File: src/hdl/i2r_pkg.sv
package i2r_pkg;

   localparam int VALUE_W = 12;
   localparam int CHAR_W  = 7;
   localparam int IDX_W   = 4;
   localparam int TOK_W   = 10;

   localparam logic [VALUE_W-1:0] VALUE_MAX = 12'd3999;
   localparam logic [IDX_W-1:0]   IDX_LAST  = 4'd12;

   localparam logic [CHAR_W-1:0] CH_NONE = 7'd0;
   localparam logic [CHAR_W-1:0] CH_I    = 7'h49;
   localparam logic [CHAR_W-1:0] CH_V    = 7'h56;
   localparam logic [CHAR_W-1:0] CH_X    = 7'h58;
   localparam logic [CHAR_W-1:0] CH_L    = 7'h4C;
   localparam logic [CHAR_W-1:0] CH_C    = 7'h43;
   localparam logic [CHAR_W-1:0] CH_D    = 7'h44;
   localparam logic [CHAR_W-1:0] CH_M    = 7'h4D;

   // result of one pass through the shared compare/subtract unit
   typedef struct packed {
      logic                ge;
      logic [VALUE_W-1:0]  diff;
      logic [CHAR_W-1:0]   char1;
      logic [CHAR_W-1:0]   char2;
      logic                two;
   } step_type;

   // token table, largest first: M CM D CD C XC L XL X IX V IV I
   function automatic logic [TOK_W-1:0] tok_val(input logic [IDX_W-1:0] idx);
      case (idx)
         4'd0:    tok_val = 10'd1000;
         4'd1:    tok_val = 10'd900;
         4'd2:    tok_val = 10'd500;
         4'd3:    tok_val = 10'd400;
         4'd4:    tok_val = 10'd100;
         4'd5:    tok_val = 10'd90;
         4'd6:    tok_val = 10'd50;
         4'd7:    tok_val = 10'd40;
         4'd8:    tok_val = 10'd10;
         4'd9:    tok_val = 10'd9;
         4'd10:   tok_val = 10'd5;
         4'd11:   tok_val = 10'd4;
         default: tok_val = 10'd1;
      endcase
   endfunction

   function automatic logic [CHAR_W-1:0] tok_char1(input logic [IDX_W-1:0] idx);
      case (idx)
         4'd0:    tok_char1 = CH_M;
         4'd1:    tok_char1 = CH_C;
         4'd2:    tok_char1 = CH_D;
         4'd3:    tok_char1 = CH_C;
         4'd4:    tok_char1 = CH_C;
         4'd5:    tok_char1 = CH_X;
         4'd6:    tok_char1 = CH_L;
         4'd7:    tok_char1 = CH_X;
         4'd8:    tok_char1 = CH_X;
         4'd9:    tok_char1 = CH_I;
         4'd10:   tok_char1 = CH_V;
         4'd11:   tok_char1 = CH_I;
         default: tok_char1 = CH_I;
      endcase
   endfunction

   function automatic logic [CHAR_W-1:0] tok_char2(input logic [IDX_W-1:0] idx);
      case (idx)
         4'd1:    tok_char2 = CH_M;
         4'd3:    tok_char2 = CH_D;
         4'd5:    tok_char2 = CH_C;
         4'd7:    tok_char2 = CH_L;
         4'd9:    tok_char2 = CH_X;
         4'd11:   tok_char2 = CH_V;
         default: tok_char2 = CH_NONE;
      endcase
   endfunction

endpackage

File: src/hdl/i2r_step.sv
module i2r_step
   import i2r_pkg::*;
(
   input  logic [VALUE_W-1:0] rem,
   input  logic [IDX_W-1:0]   idx,
   output step_type           step
);

   logic [VALUE_W-1:0] val;

   // one compare and one subtract against the selected token
   assign val        = {{(VALUE_W-TOK_W){1'b0}}, tok_val(idx)};
   assign step.ge    = (rem >= val);
   assign step.diff  = rem - val;
   assign step.char1 = tok_char1(idx);
   assign step.char2 = tok_char2(idx);
   assign step.two   = (tok_char2(idx) != CH_NONE);

endmodule

File: src/hdl/integer_to_roman.sv
// Integer to Roman numeral converter. Each accepted word on req_value (1 to 3999) is
// turned into a run of ASCII letters on the rsp_ channel, most significant first, with
// rsp_last on the final letter; values of 0 or above 3999 give a single word with
// rsp_char_code 0, rsp_last 1 and rsp_bad_value 1. The block holds req_stall high from
// the cycle after acceptance until the last letter is loaded into the output register.
// A sequencer walks a 13-row token table (M CM D CD C XC L XL X IX V IV I) through one
// shared compare/subtract unit: in every cycle that the output register is free, it
// either sends one letter or steps to the next row; while a full output register is
// stalled, the sequencer waits.
module integer_to_roman
   import i2r_pkg::*;
(
   input  logic               clock,
   input  logic               reset,
   input  logic               req_valid,
   output logic               req_stall,
   input  logic [VALUE_W-1:0] req_value,
   output logic               rsp_valid,
   input  logic               rsp_stall,
   output logic [CHAR_W-1:0]  rsp_char_code,
   output logic               rsp_last,
   output logic               rsp_bad_value
);

   localparam logic ST_IDLE = 1'b0;
   localparam logic ST_RUN  = 1'b1;

   logic               state_ff, state_in;
   logic [VALUE_W-1:0] rem_ff, rem_in;
   logic [IDX_W-1:0]   idx_ff, idx_in;
   logic               half_ff, half_in;
   logic               bad_ff, bad_in;

   logic               out_valid_ff, out_valid_in;
   logic [CHAR_W-1:0]  out_char_ff, out_char_in;
   logic               out_last_ff, out_last_in;
   logic               out_bad_ff, out_bad_in;

   logic               req_take;
   logic               slot_free;
   step_type           step;

   i2r_step u_step (
      .rem  (rem_ff),
      .idx  (idx_ff),
      .step (step)
   );

   assign req_stall = (state_ff != ST_IDLE);
   assign req_take  = req_valid && !req_stall;
   assign slot_free = !out_valid_ff || !rsp_stall;

   // sequencer
   always_comb begin
      state_in     = state_ff;
      rem_in       = rem_ff;
      idx_in       = idx_ff;
      half_in      = half_ff;
      bad_in       = bad_ff;
      out_valid_in = out_valid_ff && rsp_stall;
      out_char_in  = out_char_ff;
      out_last_in  = out_last_ff;
      out_bad_in   = out_bad_ff;

      case (state_ff)
         ST_IDLE: begin
            if (req_take) begin
               state_in = ST_RUN;
               rem_in   = req_value;
               idx_in   = '0;
               half_in  = 1'b0;
               bad_in   = (req_value == '0) || (req_value > VALUE_MAX);
            end
         end
         ST_RUN: begin
            if (slot_free) begin
               if (bad_ff) begin
                  // single error word
                  out_valid_in = 1'b1;
                  out_char_in  = CH_NONE;
                  out_last_in  = 1'b1;
                  out_bad_in   = 1'b1;
                  state_in     = ST_IDLE;
               end else if (half_ff) begin
                  // second letter of a subtractive pair
                  out_valid_in = 1'b1;
                  out_char_in  = step.char2;
                  out_last_in  = (step.diff == '0);
                  out_bad_in   = 1'b0;
                  rem_in       = step.diff;
                  half_in      = 1'b0;
                  if (step.diff == '0) state_in = ST_IDLE;
               end else if (step.ge) begin
                  out_valid_in = 1'b1;
                  out_char_in  = step.char1;
                  out_bad_in   = 1'b0;
                  if (step.two) begin
                     out_last_in = 1'b0;
                     half_in     = 1'b1;
                  end else begin
                     out_last_in = (step.diff == '0);
                     rem_in      = step.diff;
                     if (step.diff == '0) state_in = ST_IDLE;
                  end
               end else if (idx_ff != IDX_LAST) begin
                  idx_in = idx_ff + IDX_W'(1);
               end
            end
         end
         default: state_in = ST_IDLE;
      endcase
   end

   // control registers
   always_ff @(posedge clock) begin
      if (reset) begin
         state_ff     <= ST_IDLE;
         half_ff      <= 1'b0;
         out_valid_ff <= 1'b0;
      end else begin
         state_ff     <= state_in;
         half_ff      <= half_in;
         out_valid_ff <= out_valid_in;
      end
   end

   // working and output payload
   always_ff @(posedge clock) begin
      rem_ff      <= rem_in;
      idx_ff      <= idx_in;
      bad_ff      <= bad_in;
      out_char_ff <= out_char_in;
      out_last_ff <= out_last_in;
      out_bad_ff  <= out_bad_in;
   end

   assign rsp_valid     = out_valid_ff;
   assign rsp_char_code = out_char_ff;
   assign rsp_last      = out_last_ff;
   assign rsp_bad_value = out_bad_ff;

endmodule

File: config.mk
export PLATFORM = sky130hd
export DESIGN_NAME = integer_to_roman
export DESIGN_NICKNAME = d
export VERILOG_FILES = /design/src/hdl/i2r_pkg.sv /design/src/hdl/i2r_step.sv /design/src/hdl/integer_to_roman.sv
export SDC_FILE = /design/constraint.sdc
export NUM_CORES = 1
export LEC_CHECK = 0
export BUFFER_PORTS_ARGS = -buffer_cell sky130_fd_sc_hd__buf_2
export CORE_UTILIZATION = 54
export CTS_CLUSTER_SIZE = 40
export DETAILED_ROUTE_END_ITERATION = 8
export GPL_ROUTABILITY_DRIVEN = 1
export PLACE_DENSITY_LB_ADDON = 0.2
export REMOVE_ABC_BUFFERS = 1
export SKIP_LAST_GASP = 1
export SYNTH_ARGS = -nofsm -noshare
export SYNTH_HDL_FRONTEND = slang
export SYNTH_SLANG_ARGS = --single-unit
File: constraint.sdc
create_clock -name clock -period 3.4 [get_ports clock]
set_input_delay 0.17 -clock clock [delete_from_list [all_inputs] [get_ports clock]]
set_output_delay 0.17 -clock clock [all_outputs]
set_load 0.01 [all_outputs]
==> metrics.txt <==
Setup CP Type=reg -> reg; vias in the first global route=~2,100; Cell Pwr Density=580 mW/mm^2; synthesized area per cell=9.25 um^2; setup violators final=0; Post-Syn Area=0.00282 mm^2; Die ar.=around 0.0055 mm^2; fraction of layout cells with a size suffix above 1=20.1%; wire length per cell=16.0 um; pin count of the biggest net entering global routing=21; RSZ-0062 raised after global routing=false; IO Port Bufs=25; Worst Hold Class=in -> reg; clk sinks=42; top area cells in the synthesized netlist=edfxtp_1 (27%), dfxtp_1 (12%), ha_1 (8.0%), nand2_1 (4.0%), nor2_1 (3.7%); Final nets=367; maximum VDD drop=0.295 mV; post-synthesis cell type count=66; drt initial violations=284; Fillers=just under 400; Via Count=2,390; clk buf depth=2; vias per cell=5.98; Cells after Synth=305; Hold Fails Final Rpt=0; headroom to the max-slew limit=53.4%; met1 Use GR=33.2%; Layout Area Growth over Synthesis=12.7%; CP arrival=3.38 ns; I/O pin count=27; antenna violations before repair=0; Reg clk slew, reported paths=around 0.090 ns; critical path fanouts, max=7; DRT Pass-1 Iters=6; die width=74.3 um; CTS tree=built; cell with the most instances after synthesis=nand2_1; critical path required time=3.59 ns; FF+latch count, synth=between 40 and 50; ANT nets after route=0; synth cell count leaders=nand2_1 (30), nor2_1 (28), edfxtp_1 (25); Root Buffer=clkbuf_8; busiest grt layer=met2; hpwl dp=4780 um; Final Slew Violations=0; Worst-Skew Late Latency=about 0.30 ns; total CTS buffers=5; Yosys top cell by area=edfxtp_1; status=finished, final reports clean; row cnt=25; GRT Total Usage=24.7%; drt drc=0; CP endpoint kind=flop; met2 Use GR=38.4%; EDFF count, synth=25; Post-CTS Setup Inserts=0; final worst-path cycle share=93.7%; core region area=0.00488 mm^2; grt ovf=0; clock skew=0.0116 ns; Leak=0.00131 uW; Synth top area share=26.6%; H-tree depth=2; Fmax=314 MHz; Total Neg Setup Slack=0 ns; top_reg_cell synth=edfxtp_1; Placer Congestion=approximately 0.90; Critical Path Start Type=flop; hold_ws=around 0.056 ns; starting density of the core=between 50% and 60%; n_diodes=0; first-pass GRT wire length=10,100 um; # Max-Cap Violations=0; YS warnings=0; met3 Use GR=6.37%; ys async rst share=0%; die height=74.3 um; register area share after synthesis=about two fifths; Period minus WS final=between 3 and 4 ns; drt total wl=around 6400 um; Worst Tran Pin Value=slightly below 0.7 ns
-- layout by cell type (no fill, tap or decap), types with 11 or more instances in the layout --
master,netlist,layout
a21oi_1,16,16
buf_2,2,25
dfxtp_1,17,17
edfxtp_1,25,25
ha_1,18,17
inv_1,24,24
nand2_1,30,30
nand3_1,11,11
nor2_1,28,28
o21ai_0,17,17
-- layer usage --
metal	vias to the layer above	wire length (um)
met4	0	132
met5	-	0
met3	18	564
met2	125	2880
li1	1161	-
met1	1086	2830
-- repair_timing --
action | CTS | global route
endpoints found under the setup margin | 0 | 1
resized for setup | 0 | 3
hold buffers | 0 | 0
-- critical path: stages, from the launching register on --
cell       delay, ns
edfxtp_1        0.32
inv_1           0.04
ha_1            0.21
fa_1            0.39
nand2b_1        0.21
a211o_4         0.38
a21oi_4         0.17
nor3_4          0.08
mux2_4          0.36
ha_4            0.21
nand2_1         0.06
o211ai_1        0.09
o21a_1          0.18
a211oi_1        0.26
o2bb2ai_1       0.12
-- state kept, by name (all words and copies together) (netlist names) --
register	cells
rsp_last	1
u_step.step	5
req_stall	1
idx_ff	4
rem_ff	12
u_step.val	9
rsp_bad_value	1
rsp_char_code	6
bad_ff	1
rsp_valid	1
half_ff	1
-- power by group --
part	internal, uW	leakage (uW)	switching (uW)
Sequential	627	0.000384	36.6
Combinational	277	0.000859	421
Clock	294	0.0000683	189
-- logic make-up (layout without fill, tap and decap cells) --
| kind of cell | Yosys count | after routing | share of synthesized area (%) |
|---|---|---|---|
| fa+ha+maj | 19 | 19 | 8.69 |
| other cells | 1 | 1 | 0.133 |
| simple gates | 100 | 100 | 16.9 |
| flops | 42 | 42 | 38.7 |
| buf+inv | 37 | 65 | 5.50 |
| compound gates | 82 | 82 | 20.8 |
| xor+xnor | 9 | 9 | 2.79 |
| mux | 15 | 15 | 6.52 |
-- worst paths after layout --
| kind | startpoint | to | slack (ns) | cells after the start |
|---|---|---|---|---|
| setup reg to reg | rem_ff[0] | u_step.step[9] | 0.21 | 14 |
| setup / recovery | rem_ff[0] | u_step.step[9] | 0.21 | 14 |
| hold reg to reg | rsp_valid | rsp_valid | 0.50 | 2 |
| hold / removal | reset | rsp_valid | 0.06 | 2 |
-- stage by stage --
stage	cell area [um^2]	total power (uW)	util (%)	cells	setup slack, ns
after floorplan	2770	1180	-	294	0.0452
after global placement	3020	1340	61.9	392	0.232
after detailed placement	3020	1350	61.9	392	0.113
after CTS	3160	1830	64.7	400	0.0979
after global routing	3180	1950	65.2	400	0.0108
final	3180	1850	65.2	400	0.214
-- final cells by class --
class                           count  area, um^2  share of cell area, %
Multi-Input combinational cell    226        1600                   50.2
Clock inverter                      3        68.8                   2.16
Sequential cell                    42        1090                   34.3
Clock buffer                        5        68.8                   2.16
Inverter                           26         100                   3.15
Tap cell                           67        83.8                   2.64
Timing Repair Buffer               31         170                   5.35
(Power assumes the default switching activity.)
